## src/hw/rtl/lrgd_pkg.sv

```systemverilog
// shared types and constants of the line, rectangle and gradient drawer
package lrgd_pkg;

  localparam int OX_W  = 12;
  localparam int EXT_W = 13;
  localparam int PX_W  = 13;
  localparam int COL_W = 32;
  localparam int RGB_W = 24;

  typedef enum logic [1:0] {
    MODE_HLINE,
    MODE_VLINE,
    MODE_RECT,
    MODE_GRAD
  } mode_t;

  typedef enum logic [2:0] {
    REG_DRAW_MODE,
    REG_ORIGIN_X,
    REG_ORIGIN_Y,
    REG_EXTENT_W,
    REG_EXTENT_H,
    REG_COLOR_A,
    REG_COLOR_B,
    REG_GRAD_STEPS
  } cfg_idx_t;

  typedef enum logic [1:0] {
    ST_WAIT,
    ST_LOAD,
    ST_ITER,
    ST_STORE
  } step_t;

  typedef enum logic [1:0] {
    C_NEXT,
    C_NO_GRAD,
    C_DIV_MORE,
    C_CHAN_MORE
  } cond_t;

  localparam logic [1:0] LAST_CHAN = 2'd2;

  typedef struct packed {
    logic   accept;
    logic   div_load;
    logic   div_iter;
    logic   div_store;
    cond_t  cond;
    step_t  target;
  } ucw_t;

  typedef struct packed {
    logic       accept;
    logic       div_load;
    logic       div_iter;
    logic       div_store;
    logic [1:0] chan;
  } seq_ctrl_t;

  typedef struct packed {
    logic start_grad;
    logic div_more;
  } seq_stat_t;

  typedef struct packed {
    logic start_req;
  } in_word_t;

  typedef struct packed {
    logic [PX_W-1:0]  px_x;
    logic [PX_W-1:0]  px_y;
    logic [COL_W-1:0] px_color;
    logic             is_last;
    logic [7:0]       end_r;
    logic [7:0]       end_g;
    logic [7:0]       end_b;
  } out_word_t;

  typedef struct packed {
    cfg_idx_t         index;
    logic [COL_W-1:0] wdata;
  } cfg_word_t;

  typedef struct packed {
    mode_t            draw_mode;
    logic [OX_W-1:0]  origin_x;
    logic [OX_W-1:0]  origin_y;
    logic [EXT_W-1:0] extent_w;
    logic [EXT_W-1:0] extent_h;
    logic [COL_W-1:0] color_a;
    logic [RGB_W-1:0] color_b;
    logic [EXT_W-1:0] grad_steps;
  } cfg_regs_t;

endpackage

```

## src/hw/rtl/lrgd_stream_if.sv

```systemverilog
// valid/ready channel interface carrying one word of type T
interface lrgd_stream_if #(parameter type T = logic);
  logic valid;
  logic ready;
  T     data;

  modport source (output valid, output data, input ready);
  modport sink (input valid, input data, output ready);
endinterface

```

## src/hw/rtl/line_rect_gradient_drawer_core.sv

```systemverilog
// top level of the line, rectangle outline and gradient fill drawer
//
//  channel   dir   word                                   handshake
//  in_chan   in    start_req (1 start, 0 tick)            valid/ready
//  out_chan  out   px_x px_y px_color is_last end_r/g/b   valid/ready
//  cfg_chan  in    index, wdata                           valid/ready, ready always high
//
// a tick yields one pixel while a command is drawing
// a gradient start then runs the shared divider for each color channel in turn,
// one quotient bit per cycle, input held off meanwhile
// synchronous active-low reset, no clearing pass
// a stalled output word blocks the next tick only until it is taken
module line_rect_gradient_drawer_core #(
  parameter int COORD_BITS = 12,
  parameter int FRAC_BITS  = 16
) (
  input logic          clk,
  input logic          rst_n,
  lrgd_stream_if.sink   in_chan,
  lrgd_stream_if.source out_chan,
  lrgd_stream_if.sink   cfg_chan
);
  import lrgd_pkg::*;

  localparam int AW = FRAC_BITS + 8;

  cfg_regs_t   regs_r, regs_nxt;
  seq_ctrl_t   ctrl;
  seq_stat_t   stat;
  logic [AW-1:0] div_num, quot;
  logic        room, in_fire, start_grad, div_more;
  cfg_word_t   cw;

  assign cw             = cfg_chan.data;
  assign cfg_chan.ready = 1'b1;

  always_comb begin
    regs_nxt = regs_r;
    if (cfg_chan.valid) begin
      case (cw.index)
        REG_DRAW_MODE:  regs_nxt.draw_mode  = mode_t'(cw.wdata[1:0]);
        REG_ORIGIN_X:   regs_nxt.origin_x   = cw.wdata[OX_W-1:0];
        REG_ORIGIN_Y:   regs_nxt.origin_y   = cw.wdata[OX_W-1:0];
        REG_EXTENT_W:   regs_nxt.extent_w   = cw.wdata[EXT_W-1:0];
        REG_EXTENT_H:   regs_nxt.extent_h   = cw.wdata[EXT_W-1:0];
        REG_COLOR_A:    regs_nxt.color_a    = cw.wdata;
        REG_COLOR_B:    regs_nxt.color_b    = cw.wdata[RGB_W-1:0];
        REG_GRAD_STEPS: regs_nxt.grad_steps = cw.wdata[EXT_W-1:0];
        default:        regs_nxt = regs_r;
      endcase
    end
  end

  always_ff @(posedge clk) begin
    if (!rst_n) begin
      regs_r <= '{draw_mode: MODE_HLINE, origin_x: '0, origin_y: '0, extent_w: '0,
                  extent_h: '0, color_a: '0, color_b: '0, grad_steps: EXT_W'(1)};
    end else begin
      regs_r <= regs_nxt;
    end
  end

  assign in_chan.ready = ctrl.accept && room;
  assign in_fire       = in_chan.valid && in_chan.ready;

  assign stat = '{start_grad: start_grad, div_more: div_more};

  lrgd_seq u_seq (
    .clk   (clk),
    .rst_n (rst_n),
    .stat  (stat),
    .ctrl  (ctrl)
  );

  lrgd_div #(
    .FRAC_BITS (FRAC_BITS)
  ) u_div (
    .clk   (clk),
    .rst_n (rst_n),
    .ctrl  (ctrl),
    .num   (div_num),
    .den   (regs_r.grad_steps),
    .quot  (quot),
    .more  (div_more)
  );

  lrgd_pix #(
    .COORD_BITS (COORD_BITS),
    .FRAC_BITS  (FRAC_BITS)
  ) u_pix (
    .clk        (clk),
    .rst_n      (rst_n),
    .regs       (regs_r),
    .ctrl       (ctrl),
    .in_fire    (in_fire),
    .in_start   (in_chan.data.start_req),
    .quot       (quot),
    .div_num    (div_num),
    .start_grad (start_grad),
    .room       (room),
    .out_valid  (out_chan.valid),
    .out_word   (out_chan.data),
    .out_ready  (out_chan.ready)
  );
endmodule

```

## src/hw/rtl/lrgd_div.sv

```systemverilog
// restoring divider, one quotient bit per cycle, for the gradient step
module lrgd_div #(
  parameter int FRAC_BITS = 16
) (
  input  logic                     clk,
  input  logic                     rst_n,
  input  lrgd_pkg::seq_ctrl_t      ctrl,
  input  logic [FRAC_BITS+7:0]     num,
  input  logic [lrgd_pkg::EXT_W-1:0] den,
  output logic [FRAC_BITS+7:0]     quot,
  output logic                     more
);
  import lrgd_pkg::*;

  localparam int AW = FRAC_BITS + 8;
  localparam int CW = $clog2(AW + 1);

  logic [CW-1:0]    cnt_r, cnt_nxt;
  logic [AW-1:0]    num_r, num_nxt;
  logic [AW-1:0]    quot_r, quot_nxt;
  logic [EXT_W-1:0] rem_r, rem_nxt;
  logic [EXT_W-1:0] den_r, den_nxt;
  logic [EXT_W:0]   trial;
  logic             qbit;

  always_comb begin
    cnt_nxt  = cnt_r;
    num_nxt  = num_r;
    quot_nxt = quot_r;
    rem_nxt  = rem_r;
    den_nxt  = den_r;
    trial    = {rem_r, num_r[AW-1]};
    qbit     = trial >= {1'b0, den_r};
    if (ctrl.div_load) begin
      cnt_nxt  = CW'(AW);
      num_nxt  = num;
      quot_nxt = '0;
      rem_nxt  = '0;
      den_nxt  = (den == '0) ? EXT_W'(1) : den;
    end else if (ctrl.div_iter) begin
      cnt_nxt  = cnt_r - CW'(1);
      num_nxt  = {num_r[AW-2:0], 1'b0};
      quot_nxt = {quot_r[AW-2:0], qbit};
      rem_nxt  = qbit ? EXT_W'(trial - {1'b0, den_r}) : trial[EXT_W-1:0];
    end
  end

  always_ff @(posedge clk) begin
    if (!rst_n) begin
      cnt_r <= '0;
    end else begin
      cnt_r <= cnt_nxt;
    end
    num_r  <= num_nxt;
    quot_r <= quot_nxt;
    rem_r  <= rem_nxt;
    den_r  <= den_nxt;
  end

  assign quot = quot_r;
  assign more = cnt_r > CW'(1);

  a_rem_below_den: assert property (@(posedge clk) disable iff (!rst_n)
    ctrl.div_iter |=> rem_r < den_r)
    else $error("divider remainder not below divisor");
  a_cnt_loaded: assert property (@(posedge clk) disable iff (!rst_n)
    ctrl.div_load |=> cnt_r == CW'(AW))
    else $error("divider count not loaded");
  a_iter_counts: assert property (@(posedge clk) disable iff (!rst_n)
    ctrl.div_iter |-> cnt_r != '0)
    else $error("divider stepped past its last bit");
endmodule

```

## src/hw/rtl/lrgd_seq.sv

```systemverilog
// microcode sequencer: step counter, control rom and jump conditions
module lrgd_seq (
  input  logic                clk,
  input  logic                rst_n,
  input  lrgd_pkg::seq_stat_t stat,
  output lrgd_pkg::seq_ctrl_t ctrl
);
  import lrgd_pkg::*;

  step_t      upc_r, upc_nxt;
  logic [1:0] chan_r, chan_nxt;
  ucw_t       uw;
  logic       jump;

  function automatic ucw_t rom(step_t s);
    ucw_t w;
    w = '0;
    case (s)
      ST_WAIT: begin
        w.accept = 1'b1;
        w.cond   = C_NO_GRAD;
        w.target = ST_WAIT;
      end
      ST_LOAD: begin
        w.div_load = 1'b1;
        w.cond     = C_NEXT;
        w.target   = ST_LOAD;
      end
      ST_ITER: begin
        w.div_iter = 1'b1;
        w.cond     = C_DIV_MORE;
        w.target   = ST_ITER;
      end
      ST_STORE: begin
        w.div_store = 1'b1;
        w.cond      = C_CHAN_MORE;
        w.target    = ST_LOAD;
      end
      default: w = '0;
    endcase
    return w;
  endfunction

  // outputs of the current step
  always_comb begin
    uw             = rom(upc_r);
    ctrl.accept    = uw.accept;
    ctrl.div_load  = uw.div_load;
    ctrl.div_iter  = uw.div_iter;
    ctrl.div_store = uw.div_store;
    ctrl.chan      = chan_r;
  end

  // next step: jump target or fall through, store wraps to wait
  always_comb begin
    case (uw.cond)
      C_NEXT:      jump = 1'b0;
      C_NO_GRAD:   jump = !stat.start_grad;
      C_DIV_MORE:  jump = stat.div_more;
      C_CHAN_MORE: jump = chan_r != LAST_CHAN;
      default:     jump = 1'b0;
    endcase
    upc_nxt  = jump ? uw.target : step_t'(2'(upc_r) + 2'd1);
    chan_nxt = chan_r;
    if (upc_r == ST_WAIT) begin
      chan_nxt = '0;
    end else if (uw.div_store && jump) begin
      chan_nxt = chan_r + 2'd1;
    end
  end

  always_ff @(posedge clk) begin
    if (!rst_n) begin
      upc_r  <= ST_WAIT;
      chan_r <= '0;
    end else begin
      upc_r  <= upc_nxt;
      chan_r <= chan_nxt;
    end
  end

  a_load_then_iter: assert property (@(posedge clk) disable iff (!rst_n)
    upc_r == ST_LOAD |=> upc_r == ST_ITER)
    else $error("load step not followed by iterate");
  a_done_to_wait: assert property (@(posedge clk) disable iff (!rst_n)
    upc_r == ST_STORE && chan_r == LAST_CHAN |=> upc_r == ST_WAIT)
    else $error("last channel store did not return to wait");
  a_chan_range: assert property (@(posedge clk) disable iff (!rst_n)
    chan_r != 2'd3)
    else $error("channel index out of range");
endmodule

```

## src/hw/rtl/lrgd_pix.sv

```systemverilog
// pixel walker: counters, gradient accumulators and the output register
module lrgd_pix #(
  parameter int COORD_BITS = 12,
  parameter int FRAC_BITS  = 16
) (
  input  logic                clk,
  input  logic                rst_n,
  input  lrgd_pkg::cfg_regs_t regs,
  input  lrgd_pkg::seq_ctrl_t ctrl,
  input  logic                in_fire,
  input  logic                in_start,
  input  logic [FRAC_BITS+7:0] quot,
  output logic [FRAC_BITS+7:0] div_num,
  output logic                start_grad,
  output logic                room,
  output logic                out_valid,
  output lrgd_pkg::out_word_t out_word,
  input  logic                out_ready
);
  import lrgd_pkg::*;

  localparam int AW = FRAC_BITS + 8;
  localparam logic [AW-1:0] ACC_MAX = '1;
  localparam int EXT_LIM = 1 << COORD_BITS;
  localparam logic [OX_W-1:0] ORG_MASK =
    (COORD_BITS >= OX_W) ? '1 : OX_W'((1 << COORD_BITS) - 1);

  function automatic logic [EXT_W-1:0] lim(logic [EXT_W-1:0] v);
    if (int'(v) > EXT_LIM) begin
      return EXT_W'(EXT_LIM);
    end
    return v;
  endfunction

  logic [EXT_W-1:0] w, h;
  logic [PX_W-1:0]  x, y;
  logic             empty, load, last;

  logic             busy_r, busy_nxt;
  logic             phase_r, phase_nxt;
  logic             tog_r, tog_nxt;
  logic             dir_r, dir_nxt;
  logic [PX_W-1:0]  cc_r, cc_nxt, cc_inc;
  logic [PX_W-1:0]  rc_r, rc_nxt, rc_inc;
  logic             row_done;

  logic [AW-1:0]    acc_r [3];
  logic [AW-1:0]    acc_nxt [3];
  logic [AW-1:0]    acc_sat [3];
  logic [AW:0]      acc_sum [3];
  logic [AW-1:0]    mag_r [3];
  logic             neg_r [3];

  logic [7:0]       top_c, bot_c, absd;
  logic             dneg;

  logic             ov_r;
  out_word_t        ow_r, word_nxt;

  assign w = lim(regs.extent_w);
  assign h = lim(regs.extent_h);
  assign x = {1'b0, regs.origin_x & ORG_MASK};
  assign y = {1'b0, regs.origin_y & ORG_MASK};

  assign empty      = (w == '0) || (regs.draw_mode[1] && h == '0);
  assign start_grad = in_fire && in_start && regs.draw_mode == MODE_GRAD && !empty;
  assign room       = !ov_r || out_ready;
  assign load       = in_fire && !in_start && busy_r;

  // channel picked for the divider
  always_comb begin
    case (ctrl.chan)
      2'd0: begin
        top_c = regs.color_a[23:16];
        bot_c = regs.color_b[23:16];
      end
      2'd1: begin
        top_c = regs.color_a[15:8];
        bot_c = regs.color_b[15:8];
      end
      default: begin
        top_c = regs.color_a[7:0];
        bot_c = regs.color_b[7:0];
      end
    endcase
    dneg    = top_c < bot_c;
    absd    = dneg ? bot_c - top_c : top_c - bot_c;
    div_num = {absd, {FRAC_BITS{1'b0}}};
  end

  // saturating row step of each channel
  always_comb begin
    for (int k = 0; k < 3; k++) begin
      acc_sum[k] = {1'b0, acc_r[k]} + {1'b0, mag_r[k]};
      if (neg_r[k]) begin
        acc_sat[k] = (acc_r[k] >= mag_r[k]) ? acc_r[k] - mag_r[k] : '0;
      end else begin
        acc_sat[k] = acc_sum[k][AW] ? ACC_MAX : acc_sum[k][AW-1:0];
      end
    end
  end

  always_comb begin
    busy_nxt  = busy_r;
    phase_nxt = phase_r;
    tog_nxt   = tog_r;
    dir_nxt   = dir_r;
    cc_nxt    = cc_r;
    rc_nxt    = rc_r;
    cc_inc    = cc_r + PX_W'(1);
    rc_inc    = rc_r + PX_W'(1);
    row_done  = 1'b0;
    last      = 1'b0;
    word_nxt  = '0;
    word_nxt.px_color = regs.color_a;
    if (in_fire && in_start) begin
      busy_nxt  = !empty;
      phase_nxt = (regs.draw_mode == MODE_RECT) && !(w > EXT_W'(2));
      tog_nxt   = 1'b0;
      dir_nxt   = 1'b0;
      cc_nxt    = '0;
      rc_nxt    = '0;
    end else if (load) begin
      case (regs.draw_mode)
        MODE_HLINE: begin
          word_nxt.px_x = x + cc_r;
          word_nxt.px_y = y;
          cc_nxt = cc_inc;
          last   = cc_inc >= w;
        end
        MODE_VLINE: begin
          word_nxt.px_x = x;
          word_nxt.px_y = y + cc_r;
          cc_nxt = cc_inc;
          last   = cc_inc >= w;
        end
        MODE_RECT: begin
          if (!phase_r) begin
            word_nxt.px_x = x + PX_W'(1) + cc_r;
            word_nxt.px_y = tog_r ? y + h - PX_W'(1) : y;
            if (tog_r) begin
              cc_nxt = cc_inc;
              if (w <= EXT_W'(2) || cc_inc >= w - EXT_W'(2)) begin
                phase_nxt = 1'b1;
                rc_nxt    = '0;
              end
            end
          end else begin
            word_nxt.px_x = tog_r ? x : ((w >= EXT_W'(1)) ? x + w - PX_W'(1) : x);
            word_nxt.px_y = y + rc_r;
            if (tog_r) begin
              rc_nxt = rc_inc;
              last   = rc_inc >= h;
            end
          end
          tog_nxt = !tog_r;
        end
        MODE_GRAD: begin
          word_nxt.px_color = {8'd0, acc_r[0][AW-1 -: 8], acc_r[1][AW-1 -: 8],
                               acc_r[2][AW-1 -: 8]};
          word_nxt.px_x = dir_r ? x + w - PX_W'(1) - cc_r : x + cc_r;
          word_nxt.px_y = y + h - rc_r;
          cc_nxt = cc_inc;
          if (cc_inc >= w) begin
            cc_nxt   = '0;
            row_done = 1'b1;
            rc_nxt   = rc_inc;
            dir_nxt  = !dir_r;
            if (rc_inc >= h) begin
              last           = 1'b1;
              word_nxt.end_r = acc_sat[0][AW-1 -: 8];
              word_nxt.end_g = acc_sat[1][AW-1 -: 8];
              word_nxt.end_b = acc_sat[2][AW-1 -: 8];
            end
          end
        end
        default: last = 1'b0;
      endcase
      word_nxt.is_last = last;
      if (last) begin
        busy_nxt = 1'b0;
      end
    end
  end

  always_comb begin
    for (int k = 0; k < 3; k++) begin
      acc_nxt[k] = acc_r[k];
      if (ctrl.div_store && ctrl.chan == 2'(k)) begin
        acc_nxt[k] = {bot_c, {FRAC_BITS{1'b0}}};
      end else if (row_done) begin
        acc_nxt[k] = acc_sat[k];
      end
    end
  end

  always_ff @(posedge clk) begin
    if (!rst_n) begin
      busy_r  <= 1'b0;
      phase_r <= 1'b0;
      tog_r   <= 1'b0;
      dir_r   <= 1'b0;
      cc_r    <= '0;
      rc_r    <= '0;
      ov_r    <= 1'b0;
      for (int k = 0; k < 3; k++) begin
        acc_r[k] <= '0;
        mag_r[k] <= '0;
        neg_r[k] <= 1'b0;
      end
    end else begin
      busy_r  <= busy_nxt;
      phase_r <= phase_nxt;
      tog_r   <= tog_nxt;
      dir_r   <= dir_nxt;
      cc_r    <= cc_nxt;
      rc_r    <= rc_nxt;
      ov_r    <= load ? 1'b1 : (out_ready ? 1'b0 : ov_r);
      for (int k = 0; k < 3; k++) begin
        acc_r[k] <= acc_nxt[k];
        if (ctrl.div_store && ctrl.chan == 2'(k)) begin
          mag_r[k] <= quot;
          neg_r[k] <= dneg;
        end
      end
    end
  end

  always_ff @(posedge clk) begin
    if (load) begin
      ow_r <= word_nxt;
    end
  end

  assign out_valid = ov_r;
  assign out_word  = ow_r;

  a_last_ends: assert property (@(posedge clk) disable iff (!rst_n)
    load && word_nxt.is_last |=> !busy_r)
    else $error("command still busy after last pixel");
  a_empty_idle: assert property (@(posedge clk) disable iff (!rst_n)
    in_fire && in_start && empty |=> !busy_r)
    else $error("empty command left the walker busy");
  a_idle_tick: assert property (@(posedge clk) disable iff (!rst_n)
    in_fire && !in_start && !busy_r |=> !ov_r)
    else $error("pixel produced while idle");
  a_end_zero: assert property (@(posedge clk) disable iff (!rst_n)
    ov_r && !ow_r.is_last |-> ow_r.end_r == 8'd0 && ow_r.end_g == 8'd0 &&
      ow_r.end_b == 8'd0)
    else $error("end color on a pixel that is not last");
endmodule

```

## src/flat_wrapper.sv

```systemverilog
// flat-port wrapper written by rule: the top's interface ports become plain ports
module line_rect_gradient_drawer_core_flat import lrgd_pkg::*;
#(
  parameter int COORD_BITS = 12,
  parameter int FRAC_BITS  = 16
)
  (clk, rst_n, in_chan_valid, in_chan_data, in_chan_ready, out_chan_valid, out_chan_data, out_chan_ready, cfg_chan_valid, cfg_chan_data, cfg_chan_ready);
  lrgd_stream_if #(.T(in_word_t)) in_chan_i ();
  lrgd_stream_if #(.T(out_word_t)) out_chan_i ();
  lrgd_stream_if #(.T(cfg_word_t)) cfg_chan_i ();
  input logic clk;
  input logic rst_n;
  input wire logic [$bits(in_chan_i.valid)-1:0] in_chan_valid;
  input wire logic [$bits(in_chan_i.data)-1:0] in_chan_data;
  output wire logic [$bits(in_chan_i.ready)-1:0] in_chan_ready;
  output wire logic [$bits(out_chan_i.valid)-1:0] out_chan_valid;
  output wire logic [$bits(out_chan_i.data)-1:0] out_chan_data;
  input wire logic [$bits(out_chan_i.ready)-1:0] out_chan_ready;
  input wire logic [$bits(cfg_chan_i.valid)-1:0] cfg_chan_valid;
  input wire logic [$bits(cfg_chan_i.data)-1:0] cfg_chan_data;
  output wire logic [$bits(cfg_chan_i.ready)-1:0] cfg_chan_ready;
  assign in_chan_i.valid = in_chan_valid;
  assign in_chan_i.data = in_chan_data;
  assign in_chan_ready = in_chan_i.ready;
  assign out_chan_valid = out_chan_i.valid;
  assign out_chan_data = out_chan_i.data;
  assign out_chan_i.ready = out_chan_ready;
  assign cfg_chan_i.valid = cfg_chan_valid;
  assign cfg_chan_i.data = cfg_chan_data;
  assign cfg_chan_ready = cfg_chan_i.ready;
  line_rect_gradient_drawer_core #(.COORD_BITS(COORD_BITS), .FRAC_BITS(FRAC_BITS)) u_core (.clk(clk), .rst_n(rst_n), .in_chan(in_chan_i), .out_chan(out_chan_i), .cfg_chan(cfg_chan_i));
endmodule
```

## config.mk

```make
export PLATFORM = sky130hd
export DESIGN_NAME = line_rect_gradient_drawer_core_flat
export DESIGN_NICKNAME = d
export VERILOG_FILES = /design/src/hw/rtl/lrgd_pkg.sv /design/src/hw/rtl/lrgd_stream_if.sv /design/src/hw/rtl/line_rect_gradient_drawer_core.sv /design/src/hw/rtl/lrgd_div.sv /design/src/hw/rtl/lrgd_seq.sv /design/src/hw/rtl/lrgd_pix.sv /design/src/flat_wrapper.sv
export SDC_FILE = /design/constraint.sdc
export NUM_CORES = 2
export LEC_CHECK = 0
export BUFFER_PORTS_ARGS = -buffer_cell sky130_fd_sc_hd__buf_2
export CORE_ASPECT_RATIO = 1.75
export CORE_MARGIN = 2
export CORE_UTILIZATION = 39
export DETAILED_ROUTE_END_ITERATION = 8
export GPL_TIMING_DRIVEN = 0
export HOLD_SLACK_MARGIN = 0.1
export PLACE_DENSITY_LB_ADDON = 0.1
export RECOVER_POWER = 100
export SLEW_MARGIN = 20
export SYNTH_ARGS = -nofsm -noshare
export SYNTH_HDL_FRONTEND = slang
export SYNTH_SLANG_ARGS = --single-unit
export TNS_END_PERCENT = 30
```

## constraint.sdc

```tcl
create_clock -name clk -period 8 [get_ports clk]
set_input_delay 1.6 -clock clk [delete_from_list [all_inputs] [get_ports clk]]
set_output_delay 1.6 -clock clk [all_outputs]
set_load 0.005 [all_outputs]
```

Yosys cells after proc, flatten, opt, wreduce, memory -nomap -nowiden --
Memories as Yosys holds them, arrays and structs flattened. Index checks and enable logic that the tools add are counted.
Storage, ports and cells: memory bits (writable) 147, memories kept 3, bits in read-only memories 0, bits in registers 302, latch bits 0, output and inout port bits 86, logic and storage cells 264, input bits 41
Memory list:
- u_core.u_pix.acc_r | depth 3, bits a word 24, rd ports 3, clocked after memory_dff 0, wr ports 3, RTL line lrgd_pix.sv:47 | logic [AW-1:0] acc_r [3];
- u_core.u_pix.mag_r | depth 3, bits a word 24, rd ports 3, clocked after memory_dff 0, wr ports 3, RTL line lrgd_pix.sv:51 | logic [AW-1:0] mag_r [3];
- u_core.u_pix.neg_r | depth 3, bits a word 1, rd ports 3, clocked after memory_dff 0, wr ports 3, RTL line lrgd_pix.sv:52 | logic neg_r [3];
Cells by class: bitwise logic cells 13, mux-type cells 99, reductions and logical operators 56, equality and inequality tests 23, $lt $le $gt $ge 14, multipliers 0, add/sub/neg operators 26, div/mod/pow operators 0, shift-type cells 0
Operator list (number):
- $mux W24 | 26
- $mux W13 | 17
- $pmux W26 S4 | 1
- $add A24 B24 Y25 | 3
- $ge A24 B24 Y1 | 3
- $sub A24 B24 Y24 | 3
- $add A12 B13 Y13 | 5
- $mux W57 | 1
- $mux W1 | 41
- $ge A13 B13 Y1 | 3
- $logic_not A13 Y1 | 3
- $pmux W13 S3 | 1
- $sub A13 B13 Y13 | 3
- $mux W32 | 1
- $pmux W8 S2 | 2
- $add A13 B1 Y13 const B | 2
- $gt A13 B13 Y1 const B | 2
- $mux W26 | 1
- $pmux W13 S2 | 1
- $sub A13 B1 Y13 const B | 2
- $reduce_and A2 Y1 | 11
- $pmux W4 S4 | 1
- $sub A8 B8 Y8 | 2
- $eq A2 B2 Y1 const B | 7
- 35 further kinds | 89

Depth between registers and ports, before layout --
depth in word-level cells 12, gate-level depth with buffers 22, mapped depth without buffers 21

Modules after synthesis --
A second synthesis with hierarchy kept.
Unflattened totals: cell total of the unflattened synthesis 4031, area total of the unflattened synthesis 35068.6 µm²
By module, submodules not included:
- lrgd_pix | area an instance 26253.9 µm², instances 1, cells each 3202, sequential area each 6806.5 µm²
- line_rect_gradient_drawer_core | area an instance 4633.2 µm², instances 1, cells each 441, sequential area each 2422.3 µm²
- lrgd_div | area an instance 3880.0 µm², instances 1, cells each 358, sequential area each 1951.9 µm²
- lrgd_seq | area an instance 301.5 µm², instances 1, cells each 30, sequential area each 80.1 µm²

Worst setup path before layout --
No wires, ideal clock.
path kind input port to flip-flop, from input out_chan_ready, to register u_core.u_pix.cc_r[3], library setup time 0.070 ns, cell stages on the path 9, path slack 3.137 ns, buffers on the path 1, data required time 7.930 ns, arrival time 4.793 ns, cells stage by stage nand2b_1 and3_1 nand3_1 inv_1 o21ai_0 clkbuf_1 nor2_1 nand3_1 a21oi_1
Between the ends: word-level cells in the longest chain between the ends 6, elaborated cells between the ends (all ways) 8, those cells by class reduce/logical (8)
RTL lines:
- start: declaration | RTL line flat_wrapper.sv:18 | input wire logic [$bits(out_chan_i.ready)-1:0] out_chan_ready;
- $logic_or A1 B1 Y1 | RTL line lrgd_pix.sv:67 | assign room = !ov_r || out_ready;
- $logic_and A1 B1 Y1 | RTL line line_rect_gradient_drawer_core.sv:63 | assign in_chan.ready = ctrl.accept && room;
- $logic_and A1 B1 Y1 | RTL line line_rect_gradient_drawer_core.sv:64 | assign in_fire = in_chan.valid && in_chan.ready;
- $logic_and A1 B1 Y1 (2 in series) | RTL line lrgd_pix.sv:68 | assign load = in_fire && !in_start && busy_r;
- via u_core.u_pix.load | RTL line lrgd_pix.sv:37 | logic empty, load, last;
- $reduce_and A3 Y1 (no line)
- end signal: assignment | RTL line lrgd_pix.sv:216 | cc_r <= cc_nxt;
- end: declaration | RTL line lrgd_pix.sv:43 | logic [PX_W-1:0] cc_r, cc_nxt, cc_inc;
The timed path passes the listed nets, and every way through them passes these cells. A chain may end at the register's enable or synchronous reset.

==> impl_metrics.json <==
{
  "clock_sinks": 449,
  "die_height_um": 392,
  "synth_seq_area_share_pct": 32.2,
  "drtPass1Iterations": 6,
  "gp_congestion": 1.02,
  "grt_usage_pct": 30.5,
  "crit_type": "register to register",
  "cts_buffer_depth": 3,
  "drc": 0,
  "grt_setup_unrepaired": "no",
  "wl_per_cell_um": 25.5,
  "core-area_um2": 85300,
  "area_growth_syn_to_layout_pct": 10.7,
  "root_buffer": "clkbuf_16",
  "fin_ws_ps": 1240,
  "holdBufCountCts": 0,
  "drt-total-wl_mm": 137,
  "p_leak_nw": 14.9,
  "powerDensity_nw_per_um2": 179,
  "synth_top_family_by_area": "compound AO/OA/AOI/OAI gates",
  "finalClockSkew_ps": 32.1,
  "cts_buffers": 47,
  "met1_length_mm": 45.4,
  "synth-simple-area-share_pct": 18.1,
  "fin_crit_sh_pct": 84.5,
  "netlist_instances": 4080,
  "finalNetCount": 4635,
  "highest_layer": "met5",
  "syn_avg_cell_area_um2": 8.20,
  "crit_required_ps": 8540,
  "die_area_um2": 88300,
  "io_pins": 127,
  "synth_edf_count": 179,
  "synth_compound_area_share_pct": 23.8,
  "slew_violations": 6,
  "seqPwrFrac_pct": 39.3,
  "sw_frac_of_total_pct": 32.7,
  "drive_gt1_share_pct": 5.50,
  "synth_most_common_cell": "nand2_1",
  "antenna_found_initial": 10,
  "worstHoldPathType": "register to register",
  "ctsHtreeMaxLevel": 2,
  "hpwl_mm": 110,
  "worst_skew_pair.late_latency_ps": 660,
  "yosysWarnings": 0,
  "synth_nets": 4461,
  "met3_length_mm": 6.27,
  "tritoncts": "yes",
  "post_cts_buffers": 0,
  "ctsResizeCount": 0,
  "grt_pass1_wl_mm": 198,
  "tightest_slew_ps": 1570,
  "netlist_top_cells_area": "dfxtp_1, edfxtp_1, ha_1",
  "crit_fanout": 10,
  "start_kind": "register",
  "p_int_mw": 4.48,
  "tns_ps": 0,
  "vias": 31600,
  "timing.fmax_ghz": 0.148,
  "wl_met2_mm": 69.6,
  "yosysUniqueCellTypes": 97,
  "synth_async_sr_flop_share_pct": 0,
  "detail_route.vias_per_cell": 5.87,
  "switchingPower_mw": 2.17,
  "rows": 142,
  "setup_viol": 0,
  "hold_viol_final": 0,
  "synth-xor-area-share_pct": 3.69,
  "synth_flop_cell": "dfxtp_1",
  "irDropWorstVdd_uv": 150,
  "clockPowerShare_pct": 37.3,
  "violations": "max-capacitance violations, max-slew violations",
  "drv_cap": 2,
  "syn-cell-area_um2": 33500,
  "ys_top_cells_by_count": "nand2_1, a21oi_1, nor2_1",
  "ant_nets": 0,
  "post-place-ws_ps": 1670,
  "synth_top_cell_by_area": "dfxtp_1",
  "synthMuxAreaShare_pct": 3.17,
  "synth_top_area_share_pct": 16.2,
  "drt_iter0_drc": 2196,
  "yosys_register_bits": 449,
  "grt_max_degree": 58,
  "combPwrFrac_pct": 23.4,
  "outcome": "finished with violations",
  "synth-adder-area-share_pct": 13.1,
  "grt.overflow.total": 0,
  "start_util_pct": 39.2,
  "worstSetupEndpointType": "register",
  "grt_pass1_vias": 31200,
  "relSlewSlack_pct": -5.76,
  "worstPathArrival_ps": 7300,
  "port_buffers": 121,
  "die_x_um": 225,
  "clkTransAtPathRegs_ps": 60,
  "period_minus_slack_ps": 6760
}
-- through the flow --
step | instance area (um2) | total power [mW] | instances | hold WS [ps] | util (%)
global placement | 35400 | 4.20 | 5281 | 439 | 41.5
CTS | 37200 | 6.69 | 5373 | 453 | 43.6
global route | 37000 | 6.92 | 5373 | 469 | 43.4
detailed placement | 35500 | 4.21 | 5285 | 443 | 41.7
finish | 37000 | 6.65 | 5380 | 448 | 43.4
floorplan | 33500 | 3.70 | 4080 | 432 | -
-- path summary, 6_finish.rpt --
kind / end / start / depth (start not counted) / slack, ps
hold reg to reg: u_core.regs_r[66]$_SDFFE_PN0P_ / u_core.regs_r[66]$_SDFFE_PN0P_ / 2 / 450
setup / recovery: u_core.u_pix.acc_r[0][61]$_SDFFE_PP0P_ / u_core.u_pix.cc_r[1]$_SDFFE_PP0P_ / 18 / 1240
hold / removal: u_core.regs_r[66]$_SDFFE_PN0P_ / u_core.regs_r[66]$_SDFFE_PN0P_ / 2 / 450
setup reg to reg: u_core.u_pix.acc_r[0][61]$_SDFFE_PP0P_ / u_core.u_pix.cc_r[1]$_SDFFE_PP0P_ / 18 / 1240
-- worst max-delay path: stages, from the launching register on --
cell      delay, ps
dfxtp_1         660
inv_1           250
nor3_1          550
and3_1          320
and3_1          170
clkbuf_1        220
nand3_1         130
xnor2_1         360
ha_1            240
o21ai_0         100
nor2_1          150
nand2_1          60
o21ai_0          70
a311oi_1        150
nor3_1         1260
clkbuf_1        620
clkbuf_1        890
o41ai_1         260
a21oi_1         180
-- kinds of logic after synthesis --
logic type               after synthesis
AO/OA/AOI/OAI                       1228
XOR/XNOR                             141
adder cells (fa/ha/maj)              340
buffers and inverters                516
flip-flops                           449
multiplexers                          98
other                                  1
AND/OR/NAND/NOR                     1307
-- flip-flops by register name, summed over array words and instances (netlist names), 3 cells and up --
signal,count
u_core.regs_r,121
u_core.u_div.cnt_r,5
u_core.u_div.den_r,13
u_core.u_div.num_r,8
u_core.u_div.quot,24
u_core.u_div.rem_r,13
u_core.u_pix.acc_r,72
u_core.u_pix.cc_r,13
u_core.u_pix.mag_r,72
u_core.u_pix.neg_r,3
u_core.u_pix.out_word,83
u_core.u_pix.rc_r,13
-- final cells by class --
| type | count | area (um2) |
|---|---|---|
| Clock buffer | 60 | 1310 |
| Sequential cell | 449 | 10800 |
| Buffer | 225 | 873 |
| Clock inverter | 28 | 380 |
| Timing Repair Buffer | 125 | 574 |
| Multi-Input combinational cell | 3115 | 20700 |
| Antenna cell | 7 | 17.5 |
| Fill cell | 8899 | 48200 |
| Inverter | 291 | 1090 |
| Tap cell | 1080 | 1350 |
-- power groups by stage --
stage	Sequential [mW]	Combinational, mW	Clock [mW]
final	2.61	1.56	2.48
after global routing	2.62	1.70	2.59
after CTS	2.61	1.56	2.52
after detailed placement	2.66	1.55	0
after global placement	2.66	1.54	0
after floorplan	2.63	1.08	0
-- layout by cell type, fill, tap and decap left out, drive strengths merged, types with 28 or more instances in the layout --
cell type,n
nand3,89
a21oi,426
nand2b,45
buf,79
a211oi,72
nand2,439
nor2b,45
xnor2,106
a21o,68
xor2,35
mux2i,60
nand4,28
inv,291
nor3,110
o21ai,228
o21bai,42
a31oi,38
dfxtp,270
o21a,29
ha,323
or3,34
o211ai,35
mux2,35
clkbuf,331
and3,31
and2,52
nor2,356
edfxtp,179
o31ai,28
-- per-layer routing --
| layer | up-vias | GRT usage, % |
|---|---|---|
| met5 | - | 0 |
| met4 | 4 | 29.0 |
| met3 | 488 | 4.33 |
| met2 | 1064 | 56.2 |
| met1 | 15000 | 28.5 |
| li1 | 15000 | - |
Note: power is estimated with default switching activity, not from simulation.
